[src/hdl/tqs_pkg.sv]
// ---------------------------------------------------------------------------
// tqs_pkg
// Shared types and codes for the thread queue with identifier search.
// ---------------------------------------------------------------------------
package tqs_pkg;

	localparam logic [2:0] ACT_APPEND = 3'd0;
	localparam logic [2:0] ACT_POP    = 3'd1;
	localparam logic [2:0] ACT_REMOVE = 3'd2;
	localparam logic [2:0] ACT_SEARCH = 3'd3;
	localparam logic [2:0] ACT_WAKE   = 3'd4;

	localparam logic [2:0] OP_APPEND = 3'd0;
	localparam logic [2:0] OP_POP    = 3'd1;
	localparam logic [2:0] OP_REMOVE = 3'd2;
	localparam logic [2:0] OP_SEARCH = 3'd3;
	localparam logic [2:0] OP_WAKE   = 3'd4;
	localparam logic [2:0] OP_NONE   = 3'd5;

	localparam logic [1:0] STS_OK    = 2'd0;
	localparam logic [1:0] STS_EMPTY = 2'd1;
	localparam logic [1:0] STS_FULL  = 2'd2;

	typedef struct packed {
		logic [2:0]  action;
		logic [15:0] thread_id;
		logic [15:0] pcb_handle;
		logic [15:0] thread_handle;
	} item_in_t;

	typedef struct packed {
		logic [1:0]  status;
		logic [15:0] pcb_out;
		logic [15:0] thread_out;
		logic        wake;
		logic        last;
	} item_out_t;

	typedef struct packed {
		logic [2:0]  op;
		logic [15:0] id;
		logic [15:0] pcb;
		logic [15:0] thread;
	} cmd_t;

endpackage

[src/hdl/thread_queue_with_id_search.sv]
// ---------------------------------------------------------------------------
// thread_queue_with_id_search
// Ordered thread queue with append, pop, remove/search by id and wake-all.
//
//   channel | direction | handshake            | payload
//   in      | input     | in_valid / in_ready  | tqs_pkg::item_in_t
//   out     | output    | out_valid / out_ready| tqs_pkg::item_out_t
//
// Append and unused actions, and any action on an empty queue, finish in the
// dispatch state; pop front reads the head entry once. Search and remove read
// entries one by one (registered memory read) until a hit, remove then moves each
// later entry up to close the gap; wake all reads and reports each entry woken.
// Two commands may wait in the queue behind the back part; results stall in
// the output register. Reset empties the queue, entries are not cleared.
// ---------------------------------------------------------------------------
module thread_queue_with_id_search #(
	parameter int DEPTH   = 16,
	parameter int ID_BITS = 16
) (
	input  logic               clk,
	input  logic               arst_n,
	input  logic               in_valid,
	output logic               in_ready,
	input  tqs_pkg::item_in_t  in_data,
	output logic               out_valid,
	input  logic               out_ready,
	output tqs_pkg::item_out_t out_data
);
	import tqs_pkg::*;

	logic push;
	cmd_t push_data;
	logic fifo_full;
	logic cmd_valid;
	logic cmd_pop;
	cmd_t cmd;

	tqs_front #(
		.ID_BITS(ID_BITS)
	) u_front (
		.in_valid (in_valid),
		.in_ready (in_ready),
		.in_data  (in_data),
		.fifo_full(fifo_full),
		.push     (push),
		.push_data(push_data)
	);

	tqs_cmd_fifo u_fifo (
		.clk      (clk),
		.arst_n   (arst_n),
		.push     (push),
		.push_data(push_data),
		.full     (fifo_full),
		.pop      (cmd_pop),
		.not_empty(cmd_valid),
		.pop_data (cmd)
	);

	tqs_back #(
		.DEPTH  (DEPTH),
		.ID_BITS(ID_BITS)
	) u_back (
		.clk      (clk),
		.arst_n   (arst_n),
		.cmd_valid(cmd_valid),
		.cmd      (cmd),
		.cmd_pop  (cmd_pop),
		.out_valid(out_valid),
		.out_ready(out_ready),
		.out_data (out_data)
	);

endmodule

[src/hdl/tqs_front.sv]
// ---------------------------------------------------------------------------
// tqs_front
// Accepts input transfers and classifies them into queue commands.
// ---------------------------------------------------------------------------
module tqs_front #(
	parameter int ID_BITS = 16
) (
	input  logic             in_valid,
	output logic             in_ready,
	input  tqs_pkg::item_in_t in_data,
	input  logic             fifo_full,
	output logic             push,
	output tqs_pkg::cmd_t    push_data
);
	import tqs_pkg::*;

	localparam logic [15:0] ID_MASK = (ID_BITS >= 16) ? 16'hFFFF :
		16'((32'd1 << ID_BITS) - 32'd1);

	assign in_ready = !fifo_full;
	assign push     = in_valid && !fifo_full;

	always_comb begin
		push_data.id     = in_data.thread_id & ID_MASK;
		push_data.pcb    = in_data.pcb_handle;
		push_data.thread = in_data.thread_handle;
		unique case (in_data.action)
			ACT_APPEND: push_data.op = OP_APPEND;
			ACT_POP:    push_data.op = OP_POP;
			ACT_REMOVE: push_data.op = OP_REMOVE;
			ACT_SEARCH: push_data.op = OP_SEARCH;
			ACT_WAKE:   push_data.op = OP_WAKE;
			default:    push_data.op = OP_NONE;
		endcase
	end

endmodule

[src/hdl/tqs_cmd_fifo.sv]
// ---------------------------------------------------------------------------
// tqs_cmd_fifo
// Two-entry command queue between the front and back parts.
// ---------------------------------------------------------------------------
module tqs_cmd_fifo (
	input  logic          clk,
	input  logic          arst_n,
	input  logic          push,
	input  tqs_pkg::cmd_t push_data,
	output logic          full,
	input  logic          pop,
	output logic          not_empty,
	output tqs_pkg::cmd_t pop_data
);
	import tqs_pkg::*;

	cmd_t       slot_q [2];
	logic       wr_ptr_q;
	logic       rd_ptr_q;
	logic [1:0] fill_q;

	assign full      = (fill_q == 2'd2);
	assign not_empty = (fill_q != 2'd0);
	assign pop_data  = slot_q[rd_ptr_q];

	always_ff @(posedge clk or negedge arst_n) begin
		if (!arst_n) begin
			wr_ptr_q <= 1'b0;
			rd_ptr_q <= 1'b0;
			fill_q   <= 2'd0;
		end else begin
			if (push)
				wr_ptr_q <= !wr_ptr_q;
			if (pop)
				rd_ptr_q <= !rd_ptr_q;
			if (push && !pop)
				fill_q <= fill_q + 2'd1;
			else if (pop && !push)
				fill_q <= fill_q - 2'd1;
		end
	end

	always_ff @(posedge clk) begin
		if (push)
			slot_q[wr_ptr_q] <= push_data;
	end

endmodule

[src/hdl/tqs_back.sv]
// ---------------------------------------------------------------------------
// tqs_back
// Executes queue commands on the entry memory and drives the result register.
// ---------------------------------------------------------------------------
module tqs_back #(
	parameter int DEPTH   = 16,
	parameter int ID_BITS = 16
) (
	input  logic               clk,
	input  logic               arst_n,
	input  logic               cmd_valid,
	input  tqs_pkg::cmd_t      cmd,
	output logic               cmd_pop,
	output logic               out_valid,
	input  logic               out_ready,
	output tqs_pkg::item_out_t out_data
);
	import tqs_pkg::*;

	localparam int AW  = $clog2(DEPTH);
	localparam int CW  = $clog2(DEPTH + 1);
	localparam int SW  = CW + 1;
	localparam int SID = (ID_BITS < 16) ? ID_BITS : 16;
	localparam int EW  = 32 + SID;

	localparam logic [2:0] S_IDLE = 3'd0;
	localparam logic [2:0] S_DISP = 3'd1;
	localparam logic [2:0] S_RD   = 3'd2;
	localparam logic [2:0] S_EV   = 3'd3;
	localparam logic [2:0] S_SRD  = 3'd4;
	localparam logic [2:0] S_MV   = 3'd5;

	function automatic logic [AW-1:0] wrap_add(input logic [AW-1:0] base,
		input logic [CW-1:0] off);
		logic [SW-1:0] s;
		s = SW'(base) + SW'(off);
		if (s >= SW'(DEPTH))
			s = s - SW'(DEPTH);
		return AW'(s);
	endfunction

	logic [EW-1:0] mem [DEPTH];
	logic [EW-1:0] rdata_q;

	logic [2:0]    state_q, state_d;
	logic [CW-1:0] idx_q, idx_d;
	logic [CW-1:0] count_q, count_d;
	logic [AW-1:0] head_q, head_d;
	cmd_t          cmd_q, cmd_d;
	logic          out_valid_q;
	item_out_t     out_q;

	logic          out_free;
	logic          emit;
	item_out_t     res;
	logic          wr_en;
	logic [CW-1:0] wr_off;
	logic [AW-1:0] wr_addr;
	logic [AW-1:0] rd_addr;
	logic [EW-1:0] wr_data;
	logic          last_idx;
	logic          hit;
	logic [15:0]   rd_pcb;
	logic [SID-1:0] rd_id;
	logic [15:0]   rd_thread;

	assign out_free  = !out_valid_q || out_ready;
	assign out_valid = out_valid_q;
	assign out_data  = out_q;

	assign rd_pcb    = rdata_q[EW-1 -: 16];
	assign rd_id     = rdata_q[16 +: SID];
	assign rd_thread = rdata_q[15:0];
	assign last_idx  = ((idx_q + CW'(1)) == count_q);
	assign hit       = (rd_id == cmd_q.id[SID-1:0]);

	assign rd_addr = wrap_add(head_q, idx_q);
	assign wr_addr = wrap_add(head_q, wr_off);
	assign wr_data = (state_q == S_MV) ? rdata_q :
		{cmd_q.pcb, cmd_q.id[SID-1:0], cmd_q.thread};

	always_comb begin
		state_d    = state_q;
		idx_d      = idx_q;
		count_d    = count_q;
		head_d     = head_q;
		cmd_d      = cmd_q;
		cmd_pop    = 1'b0;
		emit       = 1'b0;
		res        = '0;
		res.last   = 1'b1;
		wr_en      = 1'b0;
		wr_off     = count_q;
		unique case (state_q)
			S_IDLE: begin
				if (cmd_valid) begin
					cmd_pop = 1'b1;
					cmd_d   = cmd;
					state_d = S_DISP;
				end
			end
			S_DISP: begin
				idx_d = '0;
				unique case (cmd_q.op)
					OP_APPEND: begin
						if (out_free) begin
							emit    = 1'b1;
							state_d = S_IDLE;
							if (count_q == CW'(DEPTH)) begin
								res.status = STS_FULL;
							end else begin
								wr_en   = 1'b1;
								count_d = count_q + CW'(1);
							end
						end
					end
					OP_NONE: begin
						if (out_free) begin
							emit       = 1'b1;
							res.status = STS_EMPTY;
							state_d    = S_IDLE;
						end
					end
					default: begin
						if (count_q != '0) begin
							state_d = S_RD;
						end else if (out_free) begin
							emit       = 1'b1;
							res.status = STS_EMPTY;
							state_d    = S_IDLE;
						end
					end
				endcase
			end
			S_RD: state_d = S_EV;
			S_EV: begin
				unique case (cmd_q.op)
					OP_POP: begin
						if (out_free) begin
							emit        = 1'b1;
							res.pcb_out = rd_pcb;
							head_d      = wrap_add(head_q, CW'(1));
							count_d     = count_q - CW'(1);
							state_d     = S_IDLE;
						end
					end
					OP_WAKE: begin
						if (out_free) begin
							emit        = 1'b1;
							res.pcb_out = rd_pcb;
							res.wake    = 1'b1;
							res.last    = last_idx;
							if (last_idx) begin
								count_d = '0;
								state_d = S_IDLE;
							end else begin
								idx_d   = idx_q + CW'(1);
								state_d = S_RD;
							end
						end
					end
					default: begin
						if (hit) begin
							if (out_free) begin
								emit           = 1'b1;
								res.thread_out = rd_thread;
								if (cmd_q.op != OP_REMOVE) begin
									state_d = S_IDLE;
								end else if (last_idx) begin
									count_d = count_q - CW'(1);
									state_d = S_IDLE;
								end else begin
									idx_d   = idx_q + CW'(1);
									state_d = S_SRD;
								end
							end
						end else if (last_idx) begin
							if (out_free) begin
								emit       = 1'b1;
								res.status = STS_EMPTY;
								state_d    = S_IDLE;
							end
						end else begin
							idx_d   = idx_q + CW'(1);
							state_d = S_RD;
						end
					end
				endcase
			end
			S_SRD: state_d = S_MV;
			S_MV: begin
				wr_en  = 1'b1;
				wr_off = idx_q - CW'(1);
				if (last_idx) begin
					count_d = count_q - CW'(1);
					state_d = S_IDLE;
				end else begin
					idx_d   = idx_q + CW'(1);
					state_d = S_SRD;
				end
			end
			default: state_d = S_IDLE;
		endcase
	end

	always_ff @(posedge clk or negedge arst_n) begin
		if (!arst_n) begin
			state_q     <= S_IDLE;
			idx_q       <= '0;
			count_q     <= '0;
			head_q      <= '0;
			out_valid_q <= 1'b0;
		end else begin
			state_q <= state_d;
			idx_q   <= idx_d;
			count_q <= count_d;
			head_q  <= head_d;
			if (emit)
				out_valid_q <= 1'b1;
			else if (out_ready)
				out_valid_q <= 1'b0;
		end
	end

	always_ff @(posedge clk) begin
		cmd_q <= cmd_d;
		if (emit)
			out_q <= res;
	end

	always_ff @(posedge clk) begin
		if (wr_en)
			mem[wr_addr] <= wr_data;
		rdata_q <= mem[rd_addr];
	end

	a_count_bound: assert property (@(posedge clk) disable iff (!arst_n)
		count_q <= CW'(DEPTH))
		else $error("entry count above depth");

	a_append_grows: assert property (@(posedge clk) disable iff (!arst_n)
		(state_q == S_DISP && cmd_q.op == OP_APPEND && out_free &&
		 count_q != CW'(DEPTH)) |=> count_q == $past(count_q) + CW'(1))
		else $error("append did not grow the queue");

	a_wake_empties: assert property (@(posedge clk) disable iff (!arst_n)
		(emit && res.wake && res.last) |=> count_q == '0)
		else $error("queue not empty after final wake");

	a_shift_index: assert property (@(posedge clk) disable iff (!arst_n)
		(state_q == S_MV) |-> (idx_q != '0 && idx_q < count_q))
		else $error("compaction index out of range");

	a_pop_when_idle: assert property (@(posedge clk) disable iff (!arst_n)
		cmd_pop |-> (state_q == S_IDLE && cmd_valid))
		else $error("command taken while busy");

endmodule

[config.mk]
export PLATFORM = sky130hd
export DESIGN_NAME = thread_queue_with_id_search
export DESIGN_NICKNAME = d
export VERILOG_FILES = /design/src/hdl/tqs_pkg.sv /design/src/hdl/thread_queue_with_id_search.sv /design/src/hdl/tqs_front.sv /design/src/hdl/tqs_cmd_fifo.sv /design/src/hdl/tqs_back.sv
export SDC_FILE = /design/constraint.sdc
export NUM_CORES = 1
export LEC_CHECK = 0
export ABC_AREA = 1
export BUFFER_PORTS_ARGS = -buffer_cell sky130_fd_sc_hd__buf_4
export CAP_MARGIN = 20
export CORE_AREA = 4 4 310 312
export CTS_CLUSTER_SIZE = 25
export DETAILED_ROUTE_END_ITERATION = 10
export DIE_AREA = 0 0 314 316
export PLACE_DENSITY = 0.65
export SLEW_MARGIN = 20
export SYNTH_ARGS = -nofsm -noshare
export SYNTH_HDL_FRONTEND = slang
export SYNTH_HIERARCHICAL = 1
export SYNTH_SLANG_ARGS = --single-unit
[constraint.sdc]
create_clock -name clk -period 6.8 [get_ports clk]
set_clock_uncertainty 0.15 [all_clocks]
set_input_delay 0.34 -clock clk [delete_from_list [all_inputs] [get_ports clk]]
set_output_delay 0.34 -clock clk [all_outputs]
set_load 0.05 [all_outputs]
==> results.cfg, run 1 <==
[outcome]
status = finished, final reports clean

[placed_design]
pre_cts_ws_ps = 2400
gp_congestion = 0.848
dpl-instance-area_um2 = 43600
dpl.hpwl_um = 55400
port_buffers = 92

[sta]
setup_viol = 0
relSlewSlack_pct = 26.3
period_minus_slack_ps = 4350
holdWs_ps = 110
final-hold-violation-count = 0
rsz0062_at_grt = no
worst_pin_slew_ps = 1100
report.final.slew_viol_count = 0
worst_slack_ps = 2450
fin_crit_sh_pct = 63.9
max_clock_freq_mhz = 230
finalSetupTns_ps = 0

[routing]
drc = 0
ant_nets = 0
dr.pass1.iters = 6
drt-total-wl_um = 94200
drt_iter0_markers = 2368
vias = 23999
routed_via_density = 5.35
wl_per_cell_um = 21.0

[worst_hold_path]
hp-class = input pin to flip-flop
min_from = out_ready

[run]
drv_cap = 0

[synth]
synthFlopType = edfxtp_1
synth_top_area_share_pct = 68.8
synth-async-reset-ratio_pct = 2.14
synth_area_per_cell_um2 = 13.7
synth_warnings = 6
ys_seq_area_share_pct = 72.5
synth_edf_count = 957
synth_nets = 3115
yosys_register_bits = 1027
yosys.area.top_type = edfxtp_1
netlist_area_um2 = 41700
yosys-top-cells-area = edfxtp_1, mux2i_1, o21ai_0, a21oi_1, nand2_1
yosysUniqueCellTypes = 41
synthCells = 3046

[cells_and_area]
diodes = 0
final_nets = 3218
syn_to_final_growth_pct = 13.6
utilization_pct = 51.0
layout-drive-gt1-share_pct = 12.7
nFillCells = 7742
fin_area_um2 = 47400

[clocking]
cts_buffer_depth = 3
cts_tree = built
post_cts_resized = 0
postCtsSetupBuffers = 0
cts_num_sinks = 1027
path_clk_slew_ps = 60
clkLatencyLatePin_ps = 660
cts-root-buf = clkbuf_16
numCtsBuffers = 99
h-tree-depth = 3

[grt]
grt_max_degree = 136
grt.total_usage_pct = 18.9
antenna_found_initial = 1
use_met2_pct = 29.3
grt_overflow = 0
grt.busiest_layer = met2
grt_first_pass_wirelength_um = 143000
grtUsageMet3_pct = 3.68
grt_pass1_vias = 23300
use_met1_pct = 27.2

[setup_path]
critPathMaxStageDelay_ps = 910
arrival_ps = 4510
crit_start = u_back/state_q[1]
cp-start-kind = flip-flop
path_cells = nor2_1 -> nand2_4 -> o21ai_0 -> ha_1 -> inv_1 -> fa_1 -> inv_1 -> nand3_1 -> nor2_4 -> buf_4
worst_r2r_startpoint = u_back/state_q[1]
crit_path_top_delay_cell = nor2_4
critPathCaptureType = flip-flop
crit_fanout = 37
worst_ep_required_time_ps = 6960
crit_type = flip-flop to flip-flop
worst_path_most_repeated_cell = inv_1
path_buf_inv = 3
cp_top_family = simple AND/OR/NAND/NOR gates

[power]
ir_worst_vdd_mv = 0.547
leakage_nw = 17.7
p_per_area_nw_per_um2 = 500

[floorplan]
die_w_um = 314
die-area_um2 = 99200
io-pin-count = 93
die_h_um = 316
core_um2 = 93000
placementRows = 112
start_util_pct = 44.9
[registers in the layout, indices dropped and copies added (netlist names)]
signal / cells
u_back/rdata_q: 48
u_fifo/wr_ptr_q: 1
u_back/head_q: 4
u_back/idx_q: 5
u_back/mem: 768
u_back/out_valid: 1
u_fifo/fill_q: 2
u_back/count_q: 5
u_fifo/rd_ptr_q: 1
u_back/out_data: 36
u_back/state_q: 3
u_fifo/slot_q: 102
u_back/cmd_q: 51
[final timing paths]
check,slack (ps),depth (start not counted),to
worst max register to register,2450,10,u_back/mem[14][37]
worst max-delay path,2450,10,u_back/mem[14][37]
max in group asynchronous,4720,4,u_fifo/wr_ptr_q
min in group asynchronous,540,3,u_back/count_q[3]
worst min-delay path,110,6,u_back/state_q[0]
worst min register to register,330,2,u_fifo/fill_q[1]
[layout by cell type, fill, tap and decap left out, drive strengths merged]
cell / n
o21ai: 342
clkbuf: 127
edfxtp: 957
inv: 308
dfxtp: 48
mux2: 51
clkinv: 47
xnor2: 16
nor4: 1
a21oi: 251
mux2i: 193
or2: 1
a31oi: 48
nand4: 8
ha: 12
nand2: 316
xor2: 18
nor3: 6
nand3b: 2
nor2: 90
dfrtp: 22
bufinv: 8
dlygate4sd3: 56
nand3: 53
fa: 2
o211ai: 97
buf: 155
[synthesized netlist by cell type (all sizes together) (12+ instances only)]
cell,n
clkbuf,86
a21oi,251
o21ai,342
ha,12
xnor2,16
buf,124
nand3,53
xor2,18
dfxtp,48
inv,302
o211ai,97
a31oi,48
nand2,316
mux2,51
nor2,90
dfrtp,22
mux2i,193
edfxtp,957
[per-stage QoR]
stage,power (mW),instances
detailed placement,18.3,4244
finish,23.7,4489
global placement,18.2,4242
CTS,23.8,4487
floorplan,15.4,3046
global route,25.0,4489
[layer usage]
layer | up-vias | wire length, µm | share of wire, %
met3 | 154 | 7430 | 7.9
met4 | 0 | 2310 | 2.4
li1 | 11165 | - | -
met2 | 838 | 43000 | 46
met5 | - | 0 | 0
met1 | 11842 | 41500 | 44
[power by group]
group / total, mW / switching, mW / internal, mW / leakage (nW)
Clock: 5.40 / 2.30 / 3.10 / 1.59
Sequential: 9.07 / 0.382 / 8.68 / 9.35
Combinational: 9.25 / 6.50 / 2.75 / 6.72
Total: 23.7 / 9.17 / 14.5 / 17.7
[area by class of cell]
cell class	instances	area [µm²]	area share, %
clock buffer	126	2690	5.67
clock inverter	61	515	1.09
inverter	302	1140	2.41
multi-input combinational	1507	9390	19.8
sequential	1027	30300	63.8
tap	1254	1570	3.31
timing repair buffer	212	1870	3.94
[repair_timing]
action / CTS / global route
endpoints found under the hold margin: 125 / 0
endpoints found under the setup margin: 0 / 0
hold buffers: 56 / 0
[worst min-delay path, stage by stage]
cell and delay [ps]:
buf_4 80, nor2_1 100, a21oi_1 180, nand2_1 70
nand2_1 60, nand2_1 40
[cell families (layout without fill, tap and decap cells)]
group / Yosys count / count (layout) / share of synthesized area, %
simple gates: 477 / 477 / 4.70
buf+inv: 512 / 701 / 5.60
compound gates: 738 / 738 / 9.62
mux: 244 / 244 / 6.44
flops: 1027 / 1027 / 72.5
fa+ha+maj: 14 / 14 / 0.456
xor+xnor: 34 / 34 / 0.713
No activity file was read; power rests on OpenSTA's default activity.
==> run 2, diff against run 1 <==
--- a/config.mk
+++ b/config.mk
@@ -12,7 +12,7 @@
 export CTS_CLUSTER_SIZE = 25
 export DETAILED_ROUTE_END_ITERATION = 10
 export DIE_AREA = 0 0 314 316
-export PLACE_DENSITY = 0.65
+export PLACE_DENSITY = 0.67
 export SLEW_MARGIN = 20
 export SYNTH_ARGS = -nofsm -noshare
 export SYNTH_HDL_FRONTEND = slang
==> constraint.sdc (replaced) <==
create_clock -name clk -period 3.9 [get_ports clk]
set_clock_uncertainty 0.15 [all_clocks]
set_input_delay 0.195 -clock clk [delete_from_list [all_inputs] [get_ports clk]]
set_output_delay 0.195 -clock clk [all_outputs]
set_load 0.05 [all_outputs]
==> run 2 against run 1 <==
Against the previous run: combinational power up 83%; non-clock buffer count grew 43; sequential share of layout area fell by 0.99 points; core utilization rose by 0.80 points; first-iteration DRC count grew 11%; flip-flop and latch count did not move; critical endpoint is now u_back/mem[13][40].
==> results.cfg, run 2 (synthesized netlist as in run 1, its figures left out) <==
[outcome]
status = finished, final reports clean

[grt]
antenna_found_initial = 1
grtUsageMet3_pct = 3.51
use_met1_pct = 27.6
grt.total_usage_pct = 18.8
grt_max_degree = 76
grt_first_pass_wirelength_um = 142000
grt_pass1_vias = 23435
grt_overflow = 0
use_met2_pct = 29.1
grt.busiest_layer = met2

[sta]
final-hold-violation-count = 0
rsz0062_at_grt = no
relSlewSlack_pct = 16.8
worst_slack_ps = 404
max_clock_freq_mhz = 286
fin_crit_sh_pct = 89.6
setup_viol = 0
period_minus_slack_ps = 3500
finalSetupTns_ps = 0
report.final.slew_viol_count = 0
worst_pin_slew_ps = 1240

[placed_design]
dpl.hpwl_um = 57800
numPlacedInstances = 4288
pre_cts_ws_ps = 420
gp_congestion = 0.836
port_buffers = 92

[cells_and_area]
top_regs = u_back/mem: 768 flops, u_fifo/slot_q: 102 flops, u_back/cmd_q: 51 flops
utilization_pct = 51.8
final_cell_mix = edfxtp_1, o21ai_0, nand2_1
layout_commonest_cell = edfxtp_1
top_register = u_back/mem
layout-drive-gt1-share_pct = 13.8
instances_no_fill = 4533
final_nets = 3261
nFillCells = 7644
syn_to_final_growth_pct = 15.4
largest_reg_flops = 768

[floorplan]
die_h_um = 316
die_w_um = 314
start_util_pct = 44.9
die-area_um2 = 99200
io-pin-count = 93
placementRows = 112
core_um2 = 93000

[power]
ir_worst_vdd_mv = 0.783
p_per_area_nw_per_um2 = 884
p_sw_mw = 16.4
clock_power_share_pct = 22.9
pwr-share-seq_pct = 37.4
power.internal_mw = 26.2
swShare_pct = 38.5
power_frac_comb_pct = 39.7
leakage_nw = 18.0

[clocking]
post_cts_resized = 0
clkLatencyLatePin_ps = 670
cts_buffer_depth = 3
cts_tree = built
path_clk_slew_ps = 60
cts_num_sinks = 1027
h-tree-depth = 3
numCtsBuffers = 99
cts-root-buf = clkbuf_16

[routing]
drt_iter0_markers = 2636
dr.pass1.iters = 5
ant_nets = 0
drt-total-wl_um = 93900
routed_via_density = 5.32
wl_per_cell_um = 20.7
drc = 0
vias = 24120

[setup_path]
crit_type = flip-flop to flip-flop
crit_fanout = 20
arrival_ps = 3660
worst_ep_required_time_ps = 4070
critPathCaptureType = flip-flop
cp-start-kind = flip-flop

[worst_hold_path]
hp-class = input pin to flip-flop

[run]
drv_cap = 0
-- run 2: changes by cell type in the layout (fill, tap and decap cells not counted), moves of 4 or more --
cell	delta
buf_12	+29
buf_4	+18
clkbuf_8	+4
clkinv_2	-8
clkinvlp_4	+4
o21ai_0	+23
o21ai_1	-17
o21ai_2	-6
-- run 2: layer usage --
layer  vias up  share of wire [%]
li1      11254                  -
met1     11778                 44
met2       962                 45
met3       126                8.9
met4         0                1.9
met5         -                  0
-- run 2: power groups by stage --
stage / clock network (mW) / logic (mW) / registers, mW
floorplan: 0 / 10.5 / 16.4
detailed placement: 0 / 16.7 / 16.1
CTS: 9.91 / 16.8 / 15.9
global placement: 0 / 16.5 / 16.1
finish: 9.75 / 16.9 / 15.9
global route: 10.4 / 18.4 / 16.1
-- run 2: worst paths after layout --
check	from	to	slack [ps]	depth (start not counted)
setup / recovery	u_back/idx_q[0]	u_back/mem[13][40]	400	11
hold / removal	in_data[31]	u_fifo/slot_q[0][31]	100	2
setup reg to reg	u_back/idx_q[0]	u_back/mem[13][40]	400	11
hold reg to reg	u_fifo/fill_q[1]	u_fifo/fill_q[1]	330	2
max in group asynchronous	arst_n	u_back/head_q[3]	3030	4
min in group asynchronous	arst_n	u_back/count_q[0]	400	4
-- run 2: critical path: stages (launching register included) --
cell and delay, ps:
dfrtp_1 540, inv_1 140, ha_1 360, o21ai_0 260, ha_1 280, nand3_1 90, nand2_1 70, xnor2_1 140
xnor2_1 260, nand2_1 300, nor2_4 200, buf_4 340
-- run 2: layout make-up --
| cell class | instances | area [µm²] | share of cell area, % |
|---|---|---|---|
| repair buffers | 255 | 2490 | 5.17 |
| well taps | 1254 | 1570 | 3.26 |
| inverters | 302 | 1140 | 2.37 |
| multi-input cells | 1507 | 9370 | 19.4 |
| clock inverters | 57 | 602 | 1.25 |
| clock buffers | 130 | 2750 | 5.70 |
| flip-flops and latches | 1027 | 30300 | 62.8 |
| diodes | 1 | 2.50 | 0.00519 |
-- run 2: through the flow --
stage | instance area [µm²] | hold slack (ps) | power [mW]
floorplan | 41800 | -251 | 26.9
global placement | 44200 | -24.9 | 32.6
detailed placement | 44200 | -23.0 | 32.9
CTS | 48200 | 54.3 | 42.7
global route | 48200 | 85.5 | 44.9
finish | 48200 | 95.0 | 42.6
-- run 2: what timing repair did --
item                      in CTS  in global routing
buffers inserted               0                  0
hold buffers                  57                  0
hold endpoints to repair     133                  0
